===== config.mk =====
export PLATFORM = sky130hd
export DESIGN_NAME = c_comment_stripper
export DESIGN_NICKNAME = d
export VERILOG_FILES = /design/src/rtl/ccs_pkg.sv /design/src/rtl/ccs_scan.sv /design/src/rtl/c_comment_stripper.sv
export SDC_FILE = /design/constraint.sdc
export NUM_CORES = 1
export LEC_CHECK = 0
export BUFFER_PORTS_ARGS = -buffer_cell sky130_fd_sc_hd__buf_4
export CORE_AREA = 2 2 93 77
export CTS_BUF_LIST = sky130_fd_sc_hd__clkbuf_4 sky130_fd_sc_hd__clkbuf_8
export CTS_CLUSTER_DIAMETER = 120
export CTS_CLUSTER_SIZE = 8
export DETAILED_ROUTE_END_ITERATION = 10
export DIE_AREA = 0 0 95 79
export GPL_ROUTABILITY_DRIVEN = 0
export PLACE_DENSITY = 0.59
export SYNTH_ARGS = -nofsm -noshare
export SYNTH_HDL_FRONTEND = slang
export SYNTH_SLANG_ARGS = --single-unit

===== constraint.sdc =====
create_clock -name clk -period 3.9 [get_ports clk]
set_input_delay 0.195 -clock clk [delete_from_list [all_inputs] [get_ports clk]]
set_output_delay 0.195 -clock clk [all_outputs]
set_load 0.1 [all_outputs]

===== src/rtl/ccs_pkg.sv =====
`timescale 1ns / 1ps

package ccs_pkg;

  localparam logic [7:0] CH_SLASH = 8'h2F;
  localparam logic [7:0] CH_STAR  = 8'h2A;
  localparam logic [7:0] CH_NL    = 8'h0A;

  typedef enum logic [7:0] {
    MODE_NORMAL = 8'b0000_0001,
    MODE_SLASH  = 8'b0000_0010,
    MODE_LINE   = 8'b0000_0100,
    MODE_BFIRST = 8'b0000_1000,
    MODE_BLOCK  = 8'b0001_0000,
    MODE_BSLASH = 8'b0010_0000,
    MODE_BSTAR  = 8'b0100_0000,
    MODE_ERROR  = 8'b1000_0000
  } mode_t;

  typedef struct packed {
    logic [7:0] data;
    logic       valid;
    logic       err;
    logic       done;
    logic       last;
  } res_t;

  typedef struct packed {
    res_t       res0;
    res_t       res1;
    logic [1:0] n_res;
    mode_t      mode_nxt;
    logic       pad_nxt;
  } scan_t;

endpackage


===== src/rtl/ccs_scan.sv =====
`timescale 1ns / 1ps

module ccs_scan (
  input  logic [7:0]     in_byte,
  input  logic           eoi,
  input  ccs_pkg::mode_t mode,
  input  logic           pad,
  output ccs_pkg::scan_t scan
);

  function automatic ccs_pkg::res_t mk_res(input logic valid, input logic [7:0] data,
                                           input logic err, input logic done);
    ccs_pkg::res_t r;
    r.data  = valid ? data : 8'h00;
    r.valid = valid;
    r.err   = err;
    r.done  = done;
    r.last  = 1'b0;
    return r;
  endfunction

  ccs_pkg::res_t  r0;
  ccs_pkg::res_t  r1;
  logic [1:0]     n;
  ccs_pkg::mode_t m_nxt;
  logic           p_nxt;
  logic           in_block;
  ccs_pkg::mode_t body_mode;
  logic           body_pad;

  always_comb begin
    if (in_byte == ccs_pkg::CH_NL) begin
      body_mode = ccs_pkg::MODE_BLOCK;
      body_pad  = 1'b1;
    end else if (in_byte == ccs_pkg::CH_SLASH) begin
      body_mode = ccs_pkg::MODE_BSLASH;
      body_pad  = pad;
    end else if (in_byte == ccs_pkg::CH_STAR) begin
      body_mode = ccs_pkg::MODE_BSTAR;
      body_pad  = pad;
    end else begin
      body_mode = ccs_pkg::MODE_BLOCK;
      body_pad  = pad;
    end
  end

  assign in_block = (mode == ccs_pkg::MODE_BFIRST) || (mode == ccs_pkg::MODE_BLOCK) ||
                    (mode == ccs_pkg::MODE_BSLASH) || (mode == ccs_pkg::MODE_BSTAR);

  always_comb begin
    r0    = mk_res(1'b0, 8'h00, 1'b0, 1'b0);
    r1    = mk_res(1'b0, 8'h00, 1'b0, 1'b0);
    n     = 2'd0;
    m_nxt = mode;
    p_nxt = pad;
    if (eoi) begin
      n     = 2'd1;
      m_nxt = ccs_pkg::MODE_NORMAL;
      p_nxt = 1'b0;
      if (mode == ccs_pkg::MODE_SLASH) begin
        r0 = mk_res(1'b1, ccs_pkg::CH_SLASH, 1'b0, 1'b1);
      end else if (in_block && pad) begin
        r0 = mk_res(1'b1, ccs_pkg::CH_NL, 1'b0, 1'b1);
      end else begin
        r0 = mk_res(1'b0, 8'h00, mode == ccs_pkg::MODE_ERROR, 1'b1);
      end
    end else begin
      unique case (mode)
        ccs_pkg::MODE_NORMAL: begin
          if (in_byte == ccs_pkg::CH_SLASH) begin
            m_nxt = ccs_pkg::MODE_SLASH;
          end else begin
            r0 = mk_res(1'b1, in_byte, 1'b0, 1'b0);
            n  = 2'd1;
          end
        end
        ccs_pkg::MODE_SLASH: begin
          if (in_byte == ccs_pkg::CH_STAR) begin
            p_nxt = 1'b0;
            m_nxt = ccs_pkg::MODE_BFIRST;
          end else if (in_byte == ccs_pkg::CH_SLASH) begin
            m_nxt = ccs_pkg::MODE_LINE;
          end else begin
            r0    = mk_res(1'b1, ccs_pkg::CH_SLASH, 1'b0, 1'b0);
            r1    = mk_res(1'b1, in_byte, 1'b0, 1'b0);
            n     = 2'd2;
            m_nxt = ccs_pkg::MODE_NORMAL;
          end
        end
        ccs_pkg::MODE_LINE: begin
          if (in_byte == ccs_pkg::CH_NL) begin
            r0    = mk_res(1'b1, ccs_pkg::CH_NL, 1'b0, 1'b0);
            n     = 2'd1;
            m_nxt = ccs_pkg::MODE_NORMAL;
          end
        end
        ccs_pkg::MODE_BFIRST: begin
          if (in_byte == ccs_pkg::CH_SLASH) begin
            if (pad) begin
              r0 = mk_res(1'b1, ccs_pkg::CH_NL, 1'b0, 1'b0);
              n  = 2'd1;
            end
            p_nxt = 1'b0;
            m_nxt = ccs_pkg::MODE_NORMAL;
          end else begin
            m_nxt = body_mode;
            p_nxt = body_pad;
          end
        end
        ccs_pkg::MODE_BLOCK: begin
          m_nxt = body_mode;
          p_nxt = body_pad;
        end
        ccs_pkg::MODE_BSLASH: begin
          if (in_byte == ccs_pkg::CH_STAR) begin
            r0    = mk_res(1'b0, 8'h00, 1'b1, 1'b0);
            n     = 2'd1;
            m_nxt = ccs_pkg::MODE_ERROR;
          end else begin
            m_nxt = ccs_pkg::MODE_BLOCK;
          end
        end
        ccs_pkg::MODE_BSTAR: begin
          if (in_byte == ccs_pkg::CH_STAR) begin
            m_nxt = ccs_pkg::MODE_BSTAR;
          end else if (in_byte == ccs_pkg::CH_SLASH) begin
            if (pad) begin
              r0 = mk_res(1'b1, ccs_pkg::CH_NL, 1'b0, 1'b0);
              n  = 2'd1;
            end
            p_nxt = 1'b0;
            m_nxt = ccs_pkg::MODE_NORMAL;
          end else begin
            m_nxt = ccs_pkg::MODE_BLOCK;
          end
        end
        ccs_pkg::MODE_ERROR: begin
          m_nxt = ccs_pkg::MODE_ERROR;
        end
        default: begin
          m_nxt = ccs_pkg::MODE_ERROR;
        end
      endcase
    end
    r0.last = (n == 2'd1);
    r1.last = 1'b1;
  end

  assign scan.res0     = r0;
  assign scan.res1     = r1;
  assign scan.n_res    = n;
  assign scan.mode_nxt = m_nxt;
  assign scan.pad_nxt  = p_nxt;

endmodule


===== src/rtl/c_comment_stripper.sv =====
`timescale 1ns / 1ps
// C comment stripper: takes C source one byte per request and passes it on
// with line and block comments removed.
// Input channel: in_tdata[7:0] carries the source byte, in_tlast marks end of
// input (the byte is then ignored; pending output is flushed and the scanner
// returns to its reset state).
// Result channel: out_tdata[7:0] carries the kept byte, out_tuser carries
// byte_valid, nested_error and stream_done, out_tlast marks the last result
// caused by one input request. An input byte yields zero, one or two results.
// An accepted byte is held in an input register and scanned from there; its
// first result is then written to the output register once that register is
// free. Throughput: one byte per cycle while the receiver keeps up; a byte that
// yields two results holds the scanner until its second result is in out_r.
// The input register and the output register with its second-result slot
// decouple the two sides: a stalled receiver fills them, then in_tready drops.
// Reset (rst_n low, synchronous) empties all stages and returns the scanner
// to normal mode with no newline pending.

module c_comment_stripper (
  input  logic       clk,
  input  logic       rst_n,
  input  logic       in_tvalid,
  output logic       in_tready,
  input  logic [7:0] in_tdata,   // [7:0] in_byte
  input  logic       in_tlast,
  output logic       out_tvalid,
  input  logic       out_tready,
  output logic [7:0] out_tdata,  // [7:0] out_byte
  output logic [2:0] out_tuser,  // [0] byte_valid, [1] nested_error, [2] stream_done
  output logic       out_tlast
);

  logic           in_valid_r;
  logic [7:0]     in_byte_r;
  logic           in_eoi_r;
  ccs_pkg::mode_t mode_r;
  logic           pad_r;
  logic           out_valid_r;
  ccs_pkg::res_t  out_r;
  logic           pend_valid_r;
  ccs_pkg::res_t  pend_r;
  ccs_pkg::scan_t scan;
  logic           advance;

  ccs_scan u_scan (
    .in_byte (in_byte_r),
    .eoi     (in_eoi_r),
    .mode    (mode_r),
    .pad     (pad_r),
    .scan    (scan)
  );

  assign advance   = in_valid_r && !pend_valid_r && (!out_valid_r || out_tready);
  assign in_tready = !in_valid_r || advance;

  always_ff @(posedge clk) begin
    if (!rst_n) begin
      in_valid_r <= 1'b0;
    end else if (in_tready) begin
      in_valid_r <= in_tvalid;
    end
  end

  always_ff @(posedge clk) begin
    if (in_tready) begin
      in_byte_r <= in_tdata;
      in_eoi_r  <= in_tlast;
    end
  end

  always_ff @(posedge clk) begin
    if (!rst_n) begin
      mode_r <= ccs_pkg::MODE_NORMAL;
      pad_r  <= 1'b0;
    end else if (advance) begin
      mode_r <= scan.mode_nxt;
      pad_r  <= scan.pad_nxt;
    end
  end

  always_ff @(posedge clk) begin
    if (!rst_n) begin
      out_valid_r  <= 1'b0;
      pend_valid_r <= 1'b0;
    end else if (pend_valid_r) begin
      if (out_tready) begin
        pend_valid_r <= 1'b0;
      end
    end else if (advance && (scan.n_res != 2'd0)) begin
      out_valid_r  <= 1'b1;
      pend_valid_r <= (scan.n_res == 2'd2);
    end else if (out_tready) begin
      out_valid_r <= 1'b0;
    end
  end

  always_ff @(posedge clk) begin
    if (pend_valid_r) begin
      if (out_tready) begin
        out_r <= pend_r;
      end
    end else if (advance && (scan.n_res != 2'd0)) begin
      out_r  <= scan.res0;
      pend_r <= scan.res1;
    end
  end

  assign out_tvalid = out_valid_r;
  assign out_tdata  = out_r.data;
  assign out_tuser  = {out_r.done, out_r.err, out_r.valid};
  assign out_tlast  = out_r.last;

endmodule

Word-level counts from Yosys, hierarchy flattened

Index checks and enable logic that the tools add are counted.

Magnitude comparators: 0
Reductions and logical operators: 22
Divide/modulo/power cells: 0
Equality and inequality tests: 19
Multiply operators: 0
$add $sub $neg: 0
Multiplexer cells: 50
Bitwise operators: 2
Shift-type cells: 0

Operators by type and width:

| kind                                                             | number |
|---|---|
| 8-bit 2-to-1 mux                                                 | 13 |
| 12-bit 2-to-1 mux                                                | 8 |
| 12-bit one-hot mux with 6 select lines                           | 1 |
| 8-bit one-hot mux with 7 select lines                            | 1 |
| 8-bit by 6-bit == test with 1-bit output (second input constant) | 3 |
| 8-bit by 4-bit == test with 1-bit output (second input constant) | 2 |
| 1-bit 2-to-1 mux                                                 | 15 |
| 2-bit one-hot mux with 6 select lines                            | 1 |
| 10-bit 2-to-1 mux                                                | 1 |
| 2-bit 2-to-1 mux                                                 | 5 |
| 3-bit != test (second input constant)                            | 3 |
| 8-bit by 1-bit == test with 1-bit output (second input constant) | 1 |
| 8-bit by 2-bit == test with 1-bit output (second input constant) | 1 |
| 8-bit by 3-bit == test with 1-bit output (second input constant) | 1 |
| 8-bit by 5-bit == test with 1-bit output (second input constant) | 1 |
| 8-bit by 7-bit == test with 1-bit output (second input constant) | 1 |
| 8-bit == test (second input constant)                            | 1 |
| 7-bit 2-to-1 mux                                                 | 1 |
| 3-bit 2-to-1 mux                                                 | 2 |
| 3-bit by 2-bit != test with 1-bit output (second input constant) | 2 |
| 2-bit AND reduction                                              | 3 |
| 2-bit nonzero test                                               | 3 |
| 1-bit logical OR                                                 | 5 |
| 5-bit 2-to-1 mux                                                 | 1 |
| 11 further kinds                                                 | 17 |

Output and inout bits: 14
Logic and storage cells: 109
Bits in latches: 0
RAM bits: 0
Flip-flop bits (word level): 44
Bits in read-only memories: 0
Bits of input ports: 13
Memories: 0

Logic depth before layout (Yosys ltp)

Word-level depth: 10
Gate-level depth with buffers: 6

By module

From an unflattened synthesis, not the netlist that was laid out.

Cells, all modules: 221
Area total of the unflattened synthesis: 2453.6 µm²

By module, submodules not included:

| module             | area each (µm²) | sequential area each (µm²) | cells an instance | instances |
|---|---|---|---|---|
| c_comment_stripper | 1686.6          | 1231.2                     | 107               | 1 |
| ccs_scan           | 767.0           | 0.0                        | 114               | 1 |

Worst setup path after synthesis

OpenSTA, ideal clock, no wires.

Path kind: register to register
From: register mode_r[2]
To: register out_r, in the netlist out_tdata[0], enable pin
Data required time: 3.502 ns
Path slack: 1.057 ns
Arrival: 2.446 ns
Clock period less this slack: 2.843 ns
Library setup time: 0.398 ns
Stages on the path, launching flop included: 7
Cell sequence: dfxtp_1 -> clkbuf_1 -> nor4_2 -> nand2_1 -> o311ai_1 -> nor3_1 -> o21ai_0

Longest elaborated chain between the ends: 7
Elaborated cells between the ends (all ways): 12

Ends and longest elaborated chain:

| element                                                                | line                      | source |
|---|---|---|
| start: declaration                                                     | c_comment_stripper.sv:36  | `ccs_pkg::mode_t mode_r;` |
| start signal: assignment                                               | c_comment_stripper.sv:73  | `mode_r <= ccs_pkg::MODE_NORMAL;` |
| start signal: assignment                                               | c_comment_stripper.sv:76  | `mode_r <= scan.mode_nxt;` |
| 8-bit by 7-bit == test with 1-bit output, or another cell as far along | ccs_scan.sv:68            | `unique case (mode)` |
| 2-bit one-hot mux with 6 select lines *                                | ccs_scan.sv:68            |  |
| 2-bit 2-to-1 mux *                                                     | ccs_scan.sv:56            | `if (eoi) begin` |
| 2-bit nonzero test *                                                   | c_comment_stripper.sv:102 | `end else if (advance && (scan.n_res != 2'd0)) begin` |
| 1-bit logical AND *                                                    | c_comment_stripper.sv:102 |  |
| 2-bit nonzero test (no source line) *                                  | --                        |  |
| 2-bit AND reduction (no source line) *                                 | --                        |  |
| end signal: assignment                                                 | c_comment_stripper.sv:100 | `out_r <= pend_r;` |
| end signal: assignment                                                 | c_comment_stripper.sv:103 | `out_r <= scan.res0;` |
| end: declaration                                                       | c_comment_stripper.sv:39  | `ccs_pkg::res_t out_r;` |

Mark *: on every way between the ends. The rest lies on a longest branch, timed or not.
A chain may end at the register's enable or synchronous reset.

Final worst setup path

From: register in_byte_r[2]
To: register pend_r[11] in the netlist's numbering, enable pin

Longest elaborated chain between the ends: 8
Elaborated cells between the ends (all ways): 15

Ends and longest elaborated chain:

| element                                    | line                            | source |
|---|---|---|
| start: declaration                         | c_comment_stripper.sv:34        | `logic [7:0] in_byte_r;` |
| start signal: assignment                   | c_comment_stripper.sv:66        | `in_byte_r <= in_tdata;` |
| 8-bit by 6-bit == test with 1-bit output   | --                              |  |
| 2-bit 2-to-1 mux, on equally long branches | ccs_scan.sv:98, ccs_scan.sv:81  |  |
| 2-bit 2-to-1 mux, on equally long branches | ccs_scan.sv:124, ccs_scan.sv:78 |  |
| 2-bit one-hot mux with 6 select lines *    | ccs_scan.sv:68                  |  |
| 2-bit 2-to-1 mux *                         | ccs_scan.sv:56                  |  |
| 2-bit nonzero test *                       | c_comment_stripper.sv:102       |  |
| 1-bit logical AND *                        | c_comment_stripper.sv:102       |  |
| 2-bit AND reduction (no source line) *     | --                              |  |
| end signal: assignment                     | c_comment_stripper.sv:104       | `pend_r <= scan.res1;` |
| end: declaration                           | c_comment_stripper.sv:41        | `ccs_pkg::res_t pend_r;` |

Marks and branches as above.

==> metrics.cfg <==
[status]
outcome=finished clean

[synthesis]
netlist_area_um2=2256
synth_edf_count=30
synth-seq-area-share_pct=50.58
synth_area_leaders=edfxtp_1, dfxtp_1, a21oi_1
synth_ff_type=edfxtp_1
yosysWarnings=0
synth_cell_types=50
synth_top_area_cell=edfxtp_1
synth_top_area_share_pct=39.93
async_flop_share_pct=0
synth_nets=238
ys_ff_latch=42
syn_inst=225
avgSynthCellArea_um2=10.03

[clocking]
cts_htree_levels=2
clk_pin_slew_worst_paths_ps=80
cts.root.buffer_cell=clkbuf_8
cts_resized=0
cts_buffer_depth=2
postCtsSetupRepairBufs=0
cts_hold_buf=0
numCtsBuffers=5
clock-sinks=42
cts_tree=built
clk-insertion-delay-late_ps=290

[timing]
fmaxAchievable_mhz=345.8
fin_crit_ps=2892
final-setup-viol-count=0
final.setup.worst_slack_ps=1008
hold_ws_ps=73.28
period_share_pct=74.16
finalMaxSlewViolations=0
hold_viol=0
fin_tns_setup_ps=0
skew_ps=4.457
slew_headroom_pct=45.94
tightest_slew_ps=799.6
rsz0062_at_grt=no

[pwr]
p_int_mw=0.7372
p_comb_share_pct=16.6
seq_power_share_pct=50.8
switching_share_pct=28.60
p_leak_nw=0.9562
powerDensity_nw_per_um2=393.3
switchingPower_mw=0.2952
ir_worst_vdd_mv=0.2135
power_frac_clock_pct=32.5

[drt]
wirelength_um=5245
wl_per_cell_um=15.70
ant_nets=0
drc_errors=0
vias_per_cell=5.569
route.vias.total=1860
drt-initial-drc-count=254
dr.pass1.iters=4

[flow_run]
maxCapViolCount=0

[die]
start_util_pct=33.90
die-area_um2=7505
fp-row-count=27
die_h_um=79
die_x_um=95
core-area_um2=6655
io-pin-count=27

[worst_setup_path]
cp.arrival_ps=2820
slowest_delay_ps=600
path_cells=nor4bb_1 > nand2_1 > o311ai_1 > nor3_1 > nor2_1
cp_slowest_cell=nor2_1
cp.required_ps=3830
crit_type=reg2reg
crit_fanout=9
cp-end-kind=register
r2r_slack_ps=1010
startpoint_type=register

[finish]
nets=260
layout-drive-gt1-share_pct=16.19
areaGrowthSynthToFinish_pct=16.36
diodes=0

[place]
numPortBuffers=26
dp_slack_ps=1035
hpwl_um=3921

[global_routing]
grt_util_all_layers_pct=14.55
antenna_found_initial=0
gr-total-overflow=0
grt_pass1_vias=1631
grt_max_degree=22
grt_pass1_wl_um=8507

[worst_hold_path]
holdCritPathClass=in2reg

[cell type report]
type / instances / area [um^2]
fill: 634 / 4030
clock buffer: 5 / 68.82
tap: 87 / 108.9
timing repair buffer: 27 / 202.7
inverter: 4 / 15.01
sequential: 42 / 1141
clock inverter: 2 / 33.78
multi-input combinational: 167 / 1055
[critical path: cells and delay by family, from the launching register on]
kind	cells	cell delay, ps
AO/OA/AOI/OAI	1	530
flip-flops	1	490
AND/OR/NAND/NOR	4	1500
[power groups by stage]
| stage | registers, mW | clock network, mW | logic, mW |
|---|---|---|---|
| floorplan | 0.598 | 0 | 0.0613 |
| global placement | 0.535 | 0 | 0.173 |
| detailed placement | 0.535 | 0 | 0.171 |
| CTS | 0.525 | 0.338 | 0.172 |
| global route | 0.528 | 0.361 | 0.182 |
| finish | 0.525 | 0.336 | 0.172 |
[synthesized netlist by cell type (4+ instances only)]
cell type,count
nor4b_1,5
o31ai_1,5
nor3b_1,4
nand2_1,13
a21oi_1,18
nand3_1,8
clkbuf_1,11
nor3_1,10
o21ai_0,13
nand2b_1,4
nor2_1,13
dfxtp_1,12
nor2b_1,8
xor2_1,4
and2_1,7
a22o_1,4
edfxtp_1,30
and3_1,5
[per-stage QoR]
| step | utilization [%] | total power, mW | instances | cell area (um^2) |
|---|---|---|---|---|
| detailed placement | 37.90 | 0.7066 | 327 | 2522 |
| CTS | 39.44 | 1.034 | 334 | 2625 |
| global placement | 37.90 | 0.7078 | 327 | 2522 |
| global route | 39.44 | 1.071 | 334 | 2625 |
| finish | 39.44 | 1.032 | 334 | 2625 |
| floorplan | - | 0.6590 | 225 | 2256 |
[final timing paths]
kind                                    from            to  cells after the start
worst max-delay path            in_byte_r[2]    pend_r[11]                      5
worst min register to register    in_valid_r    in_valid_r                      2
worst min-delay path             in_tdata[2]  in_byte_r[2]                      1
worst max register to register  in_byte_r[2]    pend_r[11]                      5
[cell families (layout without fill, tap and decap cells)]
kind of cell | Yosys count | after routing | synth area share, %
and+or+nand+nor | 99 | 99 | 26.40
DFF | 42 | 42 | 50.58
AOI/OAI and AO/OA | 64 | 64 | 18.80
xor gates and xnor gates | 4 | 4 | 1.553
buffers and inverters | 16 | 38 | 2.662
[cell usage in the layout, fill, tap and decap left out, types with 3 or more instances in the layout]
cell and n:
a22o_1 4, nand4_1 3, nor2_1 13, nand2_1 13, nor3_1 10, and2_1 7
nor4_1 3, o31ai_1 5, nand2b_1 4, edfxtp_1 30, inv_1 3, o21ai_0 12
o21ai_1 3, nor2b_1 8, nor3b_1 4, nor4b_1 5, clkbuf_8 5, dfxtp_1 12
nand3_1 8, o211ai_1 3, o22ai_1 3, buf_4 27, xor2_1 4, a21oi_1 18
and3_1 5
[layer usage]
metal / vias to the layer above / GRT usage, % / wire (um)
met5: - / 0 / 0
met4: 0 / 4.348 / 78
met3: 9 / 4.080 / 458
met2: 95 / 19.57 / 2160
met1: 841 / 22.34 / 2548
li1: 915 / - / -
[flip-flops by register name, summed over array words and instances (netlist names), 3 cells and up]
signal and cells:
out_tuser 3, out_tdata 8, in_byte_r 8, pend_r 9, mode_r 8
(Power assumes the default switching activity.)
